`src/rtl/square_noise_sound_generator_unit_assert.svh`:
```
// ---------------------------------------------------------------------------
// Assertion macros for the sound generator
// Clocked implication checks, disabled while reset is high.
// ---------------------------------------------------------------------------
`ifndef SQUARE_NOISE_SOUND_GENERATOR_UNIT_ASSERT_SVH
`define SQUARE_NOISE_SOUND_GENERATOR_UNIT_ASSERT_SVH

// Consequent holds in the same cycle as the antecedent.
`define SNDG_ASSERT_SAME(label, ante, cons) \
   label: assert property (@(posedge clock) disable iff (reset) (ante) |-> (cons)) \
      else $error("sound generator check failed");

// Consequent holds in the cycle after the antecedent.
`define SNDG_ASSERT_NEXT(label, ante, cons) \
   label: assert property (@(posedge clock) disable iff (reset) (ante) |=> (cons)) \
      else $error("sound generator check failed");

`endif

```
`src/rtl/sndg_pkg.sv`:
```
// ---------------------------------------------------------------------------
// Sound generator package
// Shared types, constants and the volume weighting table.
// ---------------------------------------------------------------------------
`default_nettype none
package sndg_pkg;

   localparam int DIVIDEND_W = 34;
   localparam int DIVISOR_W  = 14;
   localparam int CNT_W      = $clog2(DIVIDEND_W + 1);

   localparam logic [31:0] BASE_STEP  = 32'h2895_9bec;
   localparam logic [31:0] HALF_STEP  = 32'h8000_0000;
   localparam logic [14:0] NOISE_SEED = 15'h4000;
   localparam logic [46:0] HP_COEF    = 47'h3fe7;
   localparam logic [46:0] HP_ROUND   = 47'h3fff;
   localparam logic [31:0] RECIP3     = 32'haaaa_aaab;
   localparam logic [32:0] REM2_MARK  = 33'h1_5555_5556;
   localparam logic signed [35:0] OUT_MAX = 36'sd1048575;
   localparam logic signed [35:0] OUT_MIN = -36'sd1048576;

   localparam logic [2:0] REG_TONE0 = 3'd0;
   localparam logic [2:0] REG_TONE1 = 3'd2;
   localparam logic [2:0] REG_TONE2 = 3'd4;
   localparam logic [2:0] REG_NOISE = 3'd6;
   localparam logic [1:0] RATE_TONE = 2'd3;
   localparam logic       CMD_TICK  = 1'b1;

   typedef enum logic [3:0] {
      ST_IDLE, ST_STEP_START, ST_STEP_WAIT, ST_NZ_ADD, ST_NZ_SHIFT, ST_TONE_ADD,
      ST_MIX, ST_HP_MUL, ST_HP_SUM, ST_LP_MUL, ST_LP_SUM, ST_OUT
   } sndg_state_type;

   typedef struct packed {
      logic                  start;
      logic [DIVIDEND_W-1:0] dividend;
      logic [DIVISOR_W-1:0]  divisor;
   } div_req_type;

   typedef struct packed {
      logic                  busy;
      logic                  done;
      logic [DIVIDEND_W-1:0] quotient;
   } div_sts_type;

   function automatic logic [13:0] vol_weight(input logic [3:0] v);
      logic [13:0] w;
      case (v)
         4'd0:    w = 14'h26a9;
         4'd1:    w = 14'h1eb5;
         4'd2:    w = 14'h1864;
         4'd3:    w = 14'h1360;
         4'd4:    w = 14'h0f64;
         4'd5:    w = 14'h0c39;
         4'd6:    w = 14'h09b6;
         4'd7:    w = 14'h07b6;
         4'd8:    w = 14'h0620;
         4'd9:    w = 14'h04dd;
         4'd10:   w = 14'h03dd;
         4'd11:   w = 14'h0312;
         4'd12:   w = 14'h0270;
         4'd13:   w = 14'h01f0;
         4'd14:   w = 14'h018a;
         default: w = 14'h0000;
      endcase
      return w;
   endfunction

endpackage
`default_nettype wire

```
`src/rtl/sndg_if.sv`:
```
// ---------------------------------------------------------------------------
// Sound generator channel interfaces
// Valid/ready channels for the request and response sides.
// ---------------------------------------------------------------------------
`default_nettype none
interface sndg_req_if;
   logic       valid;
   logic       ready;
   logic       command;
   logic [7:0] data;
   modport source (output valid, command, data, input ready);
   modport sink (input valid, command, data, output ready);
endinterface

interface sndg_rsp_if;
   logic               valid;
   logic               ready;
   logic signed [20:0] sample;
   modport source (output valid, sample, input ready);
   modport sink (input valid, sample, output ready);
endinterface
`default_nettype wire

```
`src/rtl/sndg_div.sv`:
```
// ---------------------------------------------------------------------------
// Sound generator serial divider
// Restoring division, one quotient bit per cycle, shared by all users.
// ---------------------------------------------------------------------------
`default_nettype none
module sndg_div import sndg_pkg::*; (
   input  wire logic  clock,
   input  wire logic  reset,
   input  div_req_type req,
   output div_sts_type sts
);
   logic                  busy_ff, busy_in, done_ff, done_in;
   logic [CNT_W-1:0]      cnt_ff, cnt_in;
   logic [DIVIDEND_W-1:0] quo_ff, quo_in;
   logic [DIVISOR_W-1:0]  rem_ff, rem_in, dsr_ff, dsr_in;
   logic [DIVISOR_W:0]    trial;
   logic [DIVISOR_W+1:0]  diff;

   assign trial = {rem_ff, quo_ff[DIVIDEND_W-1]};
   assign diff  = {1'b0, trial} - {2'b00, dsr_ff};

   always_comb begin
      busy_in = busy_ff;
      done_in = 1'b0;
      cnt_in  = cnt_ff;
      quo_in  = quo_ff;
      rem_in  = rem_ff;
      dsr_in  = dsr_ff;
      if (req.start) begin
         busy_in = 1'b1;
         cnt_in  = CNT_W'(DIVIDEND_W);
         quo_in  = req.dividend;
         rem_in  = '0;
         dsr_in  = req.divisor;
      end else if (busy_ff) begin
         quo_in = {quo_ff[DIVIDEND_W-2:0], ~diff[DIVISOR_W+1]};
         rem_in = diff[DIVISOR_W+1] ? trial[DIVISOR_W-1:0] : diff[DIVISOR_W-1:0];
         cnt_in = cnt_ff - CNT_W'(1);
         if (cnt_ff == CNT_W'(1)) begin
            busy_in = 1'b0;
            done_in = 1'b1;
         end
      end
   end

   always_ff @(posedge clock) begin
      if (reset) begin
         busy_ff <= 1'b0;
         done_ff <= 1'b0;
         cnt_ff  <= '0;
      end else begin
         busy_ff <= busy_in;
         done_ff <= done_in;
         cnt_ff  <= cnt_in;
      end
      quo_ff <= quo_in;
      rem_ff <= rem_in;
      dsr_ff <= dsr_in;
   end

   assign sts.busy     = busy_ff;
   assign sts.done     = done_ff;
   assign sts.quotient = quo_ff;
endmodule
`default_nettype wire

```
`src/rtl/square_noise_sound_generator_unit.sv`:
```
// A tone or noise-control write runs one step division on the shared divider
// (two divisions when the noise follows tone 2); a volume write needs no division.
// A tick runs 16 noise substeps, each a phase add plus one shift state per noise shift,
// then 16 phase steps per tone channel, a 4-channel mix and 5 filter and output states.
// Throughput is one item at a time, set by the shared serial divider and sequencer.
// Synchronous reset clears control, phase and filter state and sets steps to the half step; no clearing pass.
// ---------------------------------------------------------------------------
// Square and noise sound generator
// Sequencer driving the oscillators, mixer, filters and a shared divider.
// ---------------------------------------------------------------------------
`default_nettype none
`include "square_noise_sound_generator_unit_assert.svh"
module square_noise_sound_generator_unit import sndg_pkg::*; (
   input wire logic clock,
   input wire logic reset,
   sndg_req_if.sink   req_ch,
   sndg_rsp_if.source rsp_ch
);
   sndg_state_type      state_ff, state_in;
   logic [9:0]          tone_ff [3];
   logic [9:0]          tone_in [3];
   logic [2:0]          ctrl_ff, ctrl_in, latch_ff, latch_in;
   logic [14:0]         noise_ff, noise_in;
   logic [31:0]         phase_ff [4];
   logic [31:0]         phase_in [4];
   logic [31:0]         step_ff [4];
   logic [31:0]         step_in [4];
   logic [3:0]          vol_ff [4];
   logic [3:0]          vol_in [4];
   logic [4:0]          onv_ff [4];
   logic [4:0]          onv_in [4];
   logic signed [31:0]  hp_ff, hp_in, lp_ff, lp_in;
   logic [16:0]         prev_ff, prev_in, mix_ff, mix_in;
   logic [1:0]          ch_ff, ch_in;
   logic [3:0]          k_ff, k_in, cnt_ff, cnt_in;
   logic [4:0]          on_ff, on_in;
   logic signed [46:0]  prod_ff, prod_in;
   logic                neg_ff, neg_in, more_ff, more_in, rsp_valid_ff, rsp_valid_in;
   logic [DIVISOR_W-1:0] divisor_ff, divisor_in;
   logic signed [20:0]  sample_ff, sample_in;
   logic [31:0]         mag_ff, mag_in;
   logic [63:0]         recip_ff, recip_in;

   div_req_type div_req;
   div_sts_type div_sts;

   logic [2:0]         wr_sel;
   logic [1:0]         wr_idx;
   logic [9:0]         wr_per;
   logic               wr_tone;
   logic [31:0]        nz_sum, t_sum;
   logic               fb;
   logic [14:0]        nz_nx;
   logic               sub_done, sub_bit;
   logic [4:0]         on_sub;
   logic [17:0]        term;
   logic signed [46:0] hp_ext, prod_rnd;
   logic [31:0]        hp_new;
   logic [32:0]        lp_diff, lp_mag;
   logic [31:0]        lp_quo;
   logic signed [35:0] lp_ext, x9;

   sndg_div u_div (.clock(clock), .reset(reset), .req(div_req), .sts(div_sts));

   assign wr_sel  = req_ch.data[7] ? req_ch.data[6:4] : latch_ff;
   assign wr_idx  = wr_sel[2:1];
   assign wr_tone = wr_sel inside {REG_TONE0, REG_TONE1, REG_TONE2};
   assign wr_per  = req_ch.data[7] ? {tone_ff[wr_idx][9:4], req_ch.data[3:0]}
                                   : {req_ch.data[5:0], tone_ff[wr_idx][3:0]};
   assign nz_sum  = phase_ff[3] + step_ff[3];
   assign t_sum   = phase_ff[ch_ff] + step_ff[ch_ff];
   assign fb      = ctrl_ff[2] ? (noise_ff[0] ^ noise_ff[1]) : noise_ff[0];
   assign nz_nx   = {fb, noise_ff[14:1]};
   assign on_sub  = on_ff + {4'b0000, sub_bit};
   assign term    = 18'(onv_ff[ch_ff]) * 18'(vol_weight(vol_ff[ch_ff]));
   assign hp_ext  = 47'(hp_ff);
   assign prod_rnd = prod_ff[46] ? prod_ff + HP_ROUND : prod_ff;
   assign hp_new  = {15'b0, mix_ff} - {15'b0, prev_ff} + prod_rnd[45:14];
   assign lp_diff = {hp_new[31], hp_new} - {lp_ff[31], lp_ff};
   assign lp_mag  = lp_diff[32] ? -lp_diff : lp_diff;
   // Twice the third of the magnitude: the low product bits give the remainder.
   assign lp_quo  = {recip_ff[63:33], 1'b0} + {31'b0, (recip_ff[32:0] >= REM2_MARK)};
   assign lp_ext  = 36'(lp_ff);
   assign x9      = (lp_ext <<< 3) + lp_ext;

   always_comb begin
      state_in = state_ff;
      tone_in  = tone_ff;
      ctrl_in  = ctrl_ff;
      latch_in = latch_ff;
      noise_in = noise_ff;
      phase_in = phase_ff;
      step_in  = step_ff;
      vol_in   = vol_ff;
      onv_in   = onv_ff;
      hp_in    = hp_ff;
      lp_in    = lp_ff;
      prev_in  = prev_ff;
      mix_in   = mix_ff;
      ch_in    = ch_ff;
      k_in     = k_ff;
      cnt_in   = cnt_ff;
      on_in    = on_ff;
      prod_in  = prod_ff;
      neg_in   = neg_ff;
      more_in  = more_ff;
      mag_in   = mag_ff;
      recip_in = recip_ff;
      divisor_in = divisor_ff;
      sample_in  = sample_ff;
      rsp_valid_in = rsp_valid_ff && !rsp_ch.ready;
      div_req  = '0;
      sub_done = 1'b0;
      sub_bit  = 1'b0;
      case (state_ff)
         ST_IDLE: begin
            if (req_ch.valid) begin
               if (req_ch.command == CMD_TICK) begin
                  k_in     = '0;
                  on_in    = '0;
                  state_in = ST_NZ_ADD;
               end else begin
                  if (req_ch.data[7]) begin
                     latch_in = wr_sel;
                  end
                  if (wr_tone) begin
                     tone_in[wr_idx] = wr_per;
                     divisor_in = {4'b0000, wr_per};
                     ch_in      = wr_idx;
                     more_in    = (wr_sel == REG_TONE2) && (ctrl_ff[1:0] == RATE_TONE);
                     state_in   = ST_STEP_START;
                  end else if (req_ch.data[7] && wr_sel == REG_NOISE) begin
                     ctrl_in  = req_ch.data[2:0];
                     noise_in = NOISE_SEED;
                     ch_in    = 2'd3;
                     more_in  = 1'b0;
                     divisor_in = (req_ch.data[1:0] == RATE_TONE) ? {tone_ff[2], 4'b0000}
                                  : (DIVISOR_W'(256) << req_ch.data[1:0]);
                     state_in = ST_STEP_START;
                  end else if (req_ch.data[7]) begin
                     vol_in[wr_idx] = req_ch.data[3:0];
                  end
               end
            end
         end
         ST_STEP_START: begin
            if (divisor_ff == '0) begin
               step_in[ch_ff] = HALF_STEP;
               if (more_ff) begin
                  more_in    = 1'b0;
                  ch_in      = 2'd3;
                  divisor_in = {tone_ff[2], 4'b0000};
               end else begin
                  state_in = ST_IDLE;
               end
            end else begin
               div_req.start    = 1'b1;
               div_req.dividend = DIVIDEND_W'(BASE_STEP);
               div_req.divisor  = divisor_ff;
               state_in         = ST_STEP_WAIT;
            end
         end
         ST_STEP_WAIT: begin
            if (div_sts.done) begin
               step_in[ch_ff] = div_sts.quotient[31:0];
               if (more_ff) begin
                  more_in    = 1'b0;
                  ch_in      = 2'd3;
                  divisor_in = {tone_ff[2], 4'b0000};
                  state_in   = ST_STEP_START;
               end else begin
                  state_in = ST_IDLE;
               end
            end
         end
         ST_NZ_ADD: begin
            phase_in[3] = {4'b0000, nz_sum[27:0]};
            cnt_in      = nz_sum[31:28];
            if (nz_sum[31:28] == 4'd0) begin
               sub_done = 1'b1;
               sub_bit  = noise_ff[0];
            end else begin
               state_in = ST_NZ_SHIFT;
            end
         end
         ST_NZ_SHIFT: begin
            noise_in = nz_nx;
            cnt_in   = cnt_ff - 4'd1;
            if (cnt_ff == 4'd1) begin
               sub_done = 1'b1;
               sub_bit  = nz_nx[0];
            end
         end
         ST_TONE_ADD: begin
            phase_in[ch_ff] = t_sum;
            k_in = k_ff + 4'd1;
            if (k_ff == 4'd15) begin
               onv_in[ch_ff] = on_ff + {4'b0000, t_sum[31]};
               on_in = '0;
               if (ch_ff == 2'd2) begin
                  ch_in    = 2'd0;
                  mix_in   = '0;
                  state_in = ST_MIX;
               end else begin
                  ch_in = ch_ff + 2'd1;
               end
            end else begin
               on_in = on_ff + {4'b0000, t_sum[31]};
            end
         end
         ST_MIX: begin
            mix_in = mix_ff + {2'b00, term[17:4]};
            ch_in  = ch_ff + 2'd1;
            if (ch_ff == 2'd3) begin
               state_in = ST_HP_MUL;
            end
         end
         ST_HP_MUL: begin
            prod_in  = hp_ext * $signed(HP_COEF);
            state_in = ST_HP_SUM;
         end
         ST_HP_SUM: begin
            hp_in   = hp_new;
            prev_in = mix_ff;
            neg_in  = lp_diff[32];
            mag_in  = lp_mag[31:0];
            state_in = ST_LP_MUL;
         end
         ST_LP_MUL: begin
            recip_in = mag_ff * RECIP3;
            state_in = ST_LP_SUM;
         end
         ST_LP_SUM: begin
            lp_in = neg_ff ? lp_ff - lp_quo : lp_ff + lp_quo;
            state_in = ST_OUT;
         end
         ST_OUT: begin
            if (!rsp_valid_ff || rsp_ch.ready) begin
               if (x9 > OUT_MAX) begin
                  sample_in = OUT_MAX[20:0];
               end else if (x9 < OUT_MIN) begin
                  sample_in = OUT_MIN[20:0];
               end else begin
                  sample_in = x9[20:0];
               end
               rsp_valid_in = 1'b1;
               state_in     = ST_IDLE;
            end
         end
         default: state_in = ST_IDLE;
      endcase
      if (sub_done) begin
         k_in = k_ff + 4'd1;
         if (k_ff == 4'd15) begin
            onv_in[3] = on_sub;
            on_in     = '0;
            ch_in     = 2'd0;
            state_in  = ST_TONE_ADD;
         end else begin
            on_in    = on_sub;
            state_in = ST_NZ_ADD;
         end
      end
   end

   always_ff @(posedge clock) begin
      if (reset) begin
         state_ff     <= ST_IDLE;
         rsp_valid_ff <= 1'b0;
         tone_ff      <= '{default: '0};
         ctrl_ff      <= '0;
         latch_ff     <= '0;
         noise_ff     <= '0;
         phase_ff     <= '{default: '0};
         step_ff      <= '{default: HALF_STEP};
         vol_ff       <= '{default: '0};
         hp_ff        <= '0;
         lp_ff        <= '0;
         prev_ff      <= '0;
         more_ff      <= 1'b0;
         ch_ff        <= '0;
         k_ff         <= '0;
         cnt_ff       <= '0;
         on_ff        <= '0;
      end else begin
         state_ff     <= state_in;
         rsp_valid_ff <= rsp_valid_in;
         tone_ff      <= tone_in;
         ctrl_ff      <= ctrl_in;
         latch_ff     <= latch_in;
         noise_ff     <= noise_in;
         phase_ff     <= phase_in;
         step_ff      <= step_in;
         vol_ff       <= vol_in;
         hp_ff        <= hp_in;
         lp_ff        <= lp_in;
         prev_ff      <= prev_in;
         more_ff      <= more_in;
         ch_ff        <= ch_in;
         k_ff         <= k_in;
         cnt_ff       <= cnt_in;
         on_ff        <= on_in;
      end
      onv_ff     <= onv_in;
      mix_ff     <= mix_in;
      prod_ff    <= prod_in;
      neg_ff     <= neg_in;
      mag_ff     <= mag_in;
      recip_ff   <= recip_in;
      divisor_ff <= divisor_in;
      sample_ff  <= sample_in;
   end

   assign req_ch.ready  = (state_ff == ST_IDLE);
   assign rsp_ch.valid  = rsp_valid_ff;
   assign rsp_ch.sample = sample_ff;

   // The divider is never restarted while a division is still running.
   `SNDG_ASSERT_SAME(a_div_start_idle, div_req.start, !div_sts.busy)
   // A new response only appears after the output stage has run.
   `SNDG_ASSERT_SAME(a_rsp_from_out, $rose(rsp_valid_ff), $past(state_ff == ST_OUT))
   // The noise phase never keeps whole-step bits between ticks.
   `SNDG_ASSERT_SAME(a_noise_phase, state_ff == ST_IDLE, phase_ff[3][31:28] == 4'd0)
   // A finished division is always consumed by the waiting state.
   `SNDG_ASSERT_SAME(a_div_done_used, div_sts.done, state_ff == ST_STEP_WAIT)
endmodule
`default_nettype wire
```
`src/flat_wrapper.sv`:
```
// flat-port wrapper written by rule: the top's interface ports become plain ports
module square_noise_sound_generator_unit_flat import sndg_pkg::*;
  (clock, reset, req_ch_valid, req_ch_command, req_ch_data, req_ch_ready, rsp_ch_valid, rsp_ch_sample, rsp_ch_ready);
  sndg_req_if req_ch_i ();
  sndg_rsp_if rsp_ch_i ();
  input wire logic clock;
  input wire logic reset;
  input wire logic [$bits(req_ch_i.valid)-1:0] req_ch_valid;
  input wire logic [$bits(req_ch_i.command)-1:0] req_ch_command;
  input wire logic [$bits(req_ch_i.data)-1:0] req_ch_data;
  output wire logic [$bits(req_ch_i.ready)-1:0] req_ch_ready;
  output wire logic [$bits(rsp_ch_i.valid)-1:0] rsp_ch_valid;
  output wire logic [$bits(rsp_ch_i.sample)-1:0] rsp_ch_sample;
  input wire logic [$bits(rsp_ch_i.ready)-1:0] rsp_ch_ready;
  assign req_ch_i.valid = req_ch_valid;
  assign req_ch_i.command = req_ch_command;
  assign req_ch_i.data = req_ch_data;
  assign req_ch_ready = req_ch_i.ready;
  assign rsp_ch_valid = rsp_ch_i.valid;
  assign rsp_ch_sample = rsp_ch_i.sample;
  assign rsp_ch_i.ready = rsp_ch_ready;
  square_noise_sound_generator_unit u_core (.clock(clock), .reset(reset), .req_ch(req_ch_i), .rsp_ch(rsp_ch_i));
endmodule
```
`config.mk`:
```
export PLATFORM = sky130hd
export DESIGN_NAME = square_noise_sound_generator_unit_flat
export DESIGN_NICKNAME = d
export VERILOG_FILES = /design/src/rtl/sndg_pkg.sv /design/src/rtl/sndg_if.sv /design/src/rtl/sndg_div.sv /design/src/rtl/square_noise_sound_generator_unit.sv /design/src/flat_wrapper.sv
export VERILOG_INCLUDE_DIRS = /design/src /design/src/rtl
export SDC_FILE = /design/constraint.sdc
export NUM_CORES = 2
export LEC_CHECK = 0
export BUFFER_PORTS_ARGS = -buffer_cell sky130_fd_sc_hd__buf_2
export CORE_MARGIN = 2
export CORE_UTILIZATION = 53
export CTS_BUF_LIST = sky130_fd_sc_hd__clkbuf_4 sky130_fd_sc_hd__clkbuf_8 sky130_fd_sc_hd__clkbuf_16
export DETAILED_ROUTE_END_ITERATION = 16
export PLACE_DENSITY = 0.77
export SLEW_MARGIN = 40
export SYNTH_ARGS = -nofsm -noshare
export SYNTH_HDL_FRONTEND = slang
export SYNTH_SLANG_ARGS = --single-unit
```
`constraint.sdc`:
```
create_clock -name clock -period 9.9 [get_ports clock]
set_clock_uncertainty 0.2 [all_clocks]
set_input_delay 0 -clock clock [delete_from_list [all_inputs] [get_ports clock]]
set_output_delay 0 -clock clock [all_outputs]
set_load 0.02 [all_outputs]
```
After elaboration in Yosys (flattened, before gate mapping). Memories as Yosys holds them, arrays and structs flattened. Index checks and enable logic that the tools add are counted.

Register bits: 711. Bits in read-only memories: 224. Input port bits: 13. Output and inout port bits: 23. Word-level logic and storage cells: 291. Memories kept: 1.

Memories: (name not given) (depth 16, width 14, read ports 1, clocked after Yosys merged registers in 0, write ports 0, line sndg_pkg.sv:48) `case (v)`.

Add/subtract/negate cells: 19. $mul: 3. Order comparisons: 7. Eq/ne operators: 41. Shift-type cells: 1. Muxes and demuxes: 125. Bitwise logic cells: 12. Reduce and logical (&&, ||, !) cells: 36.

Operator list (count): bitwise mux 128 bit (2); 2-to-1 mux 128 bit (2); case mux 128 bit (2 select lines) (1); 2-to-1 mux 32 bit (7); adder 32 bit (4); binary-select mux 32 bit (select 2 bit) (2); 2-to-1 mux 14 bit (9); bitwise AND 124 bit (1); inverter 124 bit (1); 2-to-1 mux 49 bit (2); 2-to-1 mux 4 bit (19); 2-to-1 mux 34 bit (2); demux 32 bit (select 2 bit) (1); multiplier 32 x 32 -> 64 bit, second input constant (1); case mux 32 bit (2 select lines) (1); 2-to-1 mux 15 bit (4); 2-to-1 mux 5 bit (12); case mux 4 bit (12 select lines) (1); multiplier 32 x 15 -> 47 bit, second input constant (1); adder 46 x 14 -> 46 bit, second input constant (1); 2-to-1 mux 46 bit (1); case mux 14 bit (3 select lines) (1); 2-to-1 mux 10 bit (4); adder 35 x 32 -> 36 bit (1); other kinds (75) (163).

Logic depth before layout (Yosys ltp).
Depth in word-level cells: 11. Gate-level depth with buffers: 37. Gate-level depth less buffers: 36.

By module. Synthesis repeated with hierarchy kept, for this count alone.

Cell total of the unflattened synthesis: 7743. Area, all modules: 71001.8 um^2.

By module, submodules not included: square_noise_sound_generator_unit (instances 1, cells an instance 7438, area an instance 67392.1 um^2, sequential area each 14914.3 um^2); sndg_div (instances 1, cells an instance 305, area an instance 3609.7 um^2, sequential area each 1881.8 um^2).

Worst setup path before layout. Ideal clock, no wire load.

Kind: register to register. Start point: register u_core.ch_ff[0]. End point: register u_core.mix_ff[16] (data pin). Setup time: 0.148 ns. Arrival: 7.214 ns. Required time: 9.552 ns. Setup slack: 2.338 ns. Stages on the path, launching flop included: 34. Path buffers: 2. Clock period less this slack: 7.562 ns. Path through: dfxtp_1 > buf_2 > buf_2 > mux4_2 > inv_1 > ha_1 > inv_1 > o21a_1 > or2_2 > nor2b_1 > ha_1 > ha_1 > inv_1 > fa_1 > inv_1 > ha_1 > nand3_1 > a2111oi_0 > nor3b_1 > nor2_1 > xnor2_1 > ha_1 > fa_1 > a21o_1 > a21oi_1 > o21bai_1 > a21oi_1 > o21bai_1 > a21oi_1 > o21bai_1 > a211o_1 > a2111o_1 > a41o_1 > a21oi_1.

Cells in the longest elaborated chain, start to end: 8. Elaborated cells between the ends (all ways): 11. Classes of those cells: add/sub: 1; mul: 1; mux: 7; bitwise: 1; memory: 1.

RTL lines: start, declared (line square_noise_sound_generator_unit.sv:34) `logic [1:0] ch_ff, ch_in;`; start signal, assigned (line square_noise_sound_generator_unit.sv:299) `ch_ff <= ch_in;`; inverter 2 -> 3 bit (implied by the code) * (line square_noise_sound_generator_unit.sv:75) `assign term = 18'(onv_ff[ch_ff]) * 18'(vol_weight(vol_ff[ch_ff]));`; binary-select mux 4 bit (select 2 bit) (line square_noise_sound_generator_unit.sv:75); 2-to-1 mux 4 bit (implied by the code) (2 in series) (line square_noise_sound_generator_unit.sv:75); memory read (16 x 14 bit); multiplier 5 x 14 -> 18 bit * (line square_noise_sound_generator_unit.sv:75); adder 17 x 14 -> 17 bit * (line square_noise_sound_generator_unit.sv:212) `mix_in = mix_ff + {2'b00, term[17:4]};`; case mux 17 bit (2 select lines) * (line square_noise_sound_generator_unit.sv:115) `case (state_ff)`; end signal, assigned (line square_noise_sound_generator_unit.sv:305) `mix_ff <= mix_in;`; end, declared (line square_noise_sound_generator_unit.sv:33) `logic [16:0] prev_ff, prev_in, mix_ff, mix_in;`.

Every way passes the cells marked *; elsewhere a longest branch is shown, timed or not. The select of a mux whose other input is x is not followed. A chain may end at the register's enable or synchronous reset.

Final worst setup path.
Start point: register u_core.ch_ff[1]. End point: register u_core.mix_ff[16] (data pin).

Same word-level chain as after synthesis.

==> summary.txt <==
Total Wirelength: 184,000 um
Final #Nets: 8,995
Tcrit/Tclk final: 88.5%
sequential-to-total area share from yosys stat: 24.0%
CP Data Arrival Time: 9.09 ns
r2r setup slk: 1.14 ns
row cnt: 133
worst skew pair latency: 0.71 ns
Crit path largest cell delay: 0.65 ns
Critical Path End: u_core.mix_ff[16]
CTS tree: done
R2R cell count: 31
worst r2r dst: u_core.mix_ff[16]
layout cell share with drive strength beyond 1: 5.50%
asr flop ratio synth: 0%
Finished Layout Cells: 9,355
Hold Path Depth: 4
crit path max fanout: 22
Resize count post-CTS: 0
FMAX: 0.114 GHz
wire length per cell: 19.7 um
P_leak: 33.2 nW
EDFF count, synth: 258
Placed Area: 71,800 um2
Maximum Capacitance Violations: 0
first-iteration detailed-routing DRC count: 4,400
Core Area: 131,000 um2
Pwr Density: 157 nW/um2
Initial Utilization: 53.3%
most frequent cell after synthesis: inv_1
routability cong.: 0.975
Post-DRT Antenna Nets: 0
Post-synth top cells: inv_1, ha_1, nand2_1
Final Max Slew Viols: 0
leading area contributor after synthesis: fa_1
Total GRT Usage: 27.5%
Design Area, Final: 75,200 um2
CTS root buf: clkbuf_16
GR Overflow Total: 0
met1 WL: 80,200 um
pre-CTS WS: 1.28 ns
Port-buffer cells: 35
Die ar.: 135,000 um2
CP Launch Point: u_core.ch_ff[1]
Hold Slack: 0.0856 ns
io pins: 36
met3 wire length: 12,200 um
DR vias: 54,300
Via-to-Cell Ratio: 5.80
DRC: 0
initial antenna violation count: 4
largest cells by area after synthesis: fa_1, ha_1, dfxtp_1
slowest CP cell: a2111oi_0
hpwl dp: 146,000 um
critical path endpoint category: register
Max clock buf depth: 3
sinks on the clock net: 710
Die X: 367 um
Fin. Hold Viols: 0
Syn Area/Cell: 9.22 um2
hold path start: req_ch_data[2]
total CTS buffers: 82
Max H-tree Level: 3
TNS Setup: 0 ns
Clock Pin Slew Worst Setup and Hold Paths: 0.07 ns
Syn Nets: 9,059
Worst-Margin Slew: 0.873 ns
worst setup margin: 1.14 ns
min cycle time layout: 8.76 ns
worst hold-check path type: input port to register
RSZ-0062 raised after global routing: no
FF-to-FF Start: u_core.ch_ff[1]
worst vdd rail ir drop: 0.264 mV
Placed Cells: 9,173
Antenna diodes: 0
met2 wire len: 86,000 um
post-synth cell types: 97
DRT Pass-1 Iters: 6
ys flop type: dfxtp_1
CP startpoint kind: register
uppermost layer routed: met5
area grow syn2layout: 7.39%
status: finished, final reports clean
top cell type's share of synthesized area: 19.7%
YS warnings: 0
first-pass GRT wire length: 298,000 um
die height: 367 um
largest net degree at the start of global routing: 97
Setup Viol. Count Final: 0
number of synthesized register bits: 710
worst slew margin relative to its limit: 41.4%
CP Data Required Time: 10.23 ns
WS Path Type: register to register
Mapped Area: 70,000 um2
instance count of the mapped netlist: 7,594
vias in the first global route: 54,500
power by group:
part           leakage, nW  switching [mW]  internal (mW)
Clock                 1.50            1.37           2.01
Combinational         25.8            2.86           2.00
Sequential            5.97           0.229           3.37
Total                 33.2            4.46           7.37
kinds of logic after synthesis:
group / count (synthesis) / share of synthesized area (%)
XOR/XNOR: 407 / 5.09
multiplexers: 144 / 3.35
AO/OA/AOI/OAI: 1577 / 14.0
adder cells (fa/ha/maj): 1452 / 33.3
buffers and inverters: 1323 / 7.14
AND/OR/NAND/NOR: 1981 / 13.1
flip-flops: 710 / 24.0
critical path: cells and delay by family, from the launching register on:
kind / cells / cell delay, ns
compound gates: 14 / 3.64
xor+xnor: 1 / 0.15
fa+ha+maj: 7 / 2.26
buf+inv: 3 / 0.49
flops: 1 / 0.57
mux: 1 / 0.38
simple gates: 5 / 0.92
how the worst min path moves through the flow:
stage                                   end  slack [ns]
after floorplan            u_core.vol_ff[6]       -0.06
after global placement     u_core.vol_ff[7]        0.15
after detailed placement   u_core.vol_ff[7]        0.15
after CTS                  u_core.vol_ff[3]        0.03
after global routing      u_core.vol_ff[14]        0.08
final                      u_core.vol_ff[2]        0.09
stage by stage:
step           total power, mW  util [%]
2_1_floorplan             7.36         -
3_3_place_gp              8.28      54.7
3_5_place_dp              8.43      54.7
4_1_cts                   11.8      57.2
5_1_grt                   12.6      57.3
6_report                  11.8      57.3
cell usage in the layout (no fill, tap or decap), drive strengths merged, types with 68 or more instances in the layout:
master  instances
nor3          104
xor2          127
fa            689
edfxtp        258
clkbuf        104
mux4           70
nand2         746
buf            80
xnor2         280
o21ai         251
inv          1071
a21o          179
ha            763
a211oi         72
nand2b         75
nor2          439
and3           68
nand3         227
a21oi         698
dfxtp         452
routing by layer:
layer  global-route usage [%]  vias up
li1                         -    25600
met1                     37.8    26500
met2                     45.2     1837
met3                     3.93      344
met4                     8.13        6
met5                        0        -
registers in the layout, indices dropped and copies added (netlist names), 21 cells and up:
register and flops:
u_core.u_div.quo_ff 34, u_core.lp_ff 32, u_core.recip_ff 63, u_core.prod_ff 47
u_core.step_ff 128, u_core.mag_ff 32, u_core.hp_ff 32, u_core.tone_ff 30
u_core.rsp_ch.sample 21, u_core.phase_ff 128
repair_timing:
item | 4_1_cts | 5_1_grt
hold buffers | 28 | 0
buffers inserted | 0 | 0
hold endpoints to repair | 151 | 0
cell type report:
class / count / area (um2)
flip-flops and latches: 710 / 16800
well taps: 1755 / 2200
multi-input cells: 5561 / 48300
clock buffers: 104 / 2320
clock inverters: 50 / 736
fillers: 11300 / 56100
inverters: 1067 / 4010
repair buffers: 108 / 822
Power figures use the tool's default switching activity.
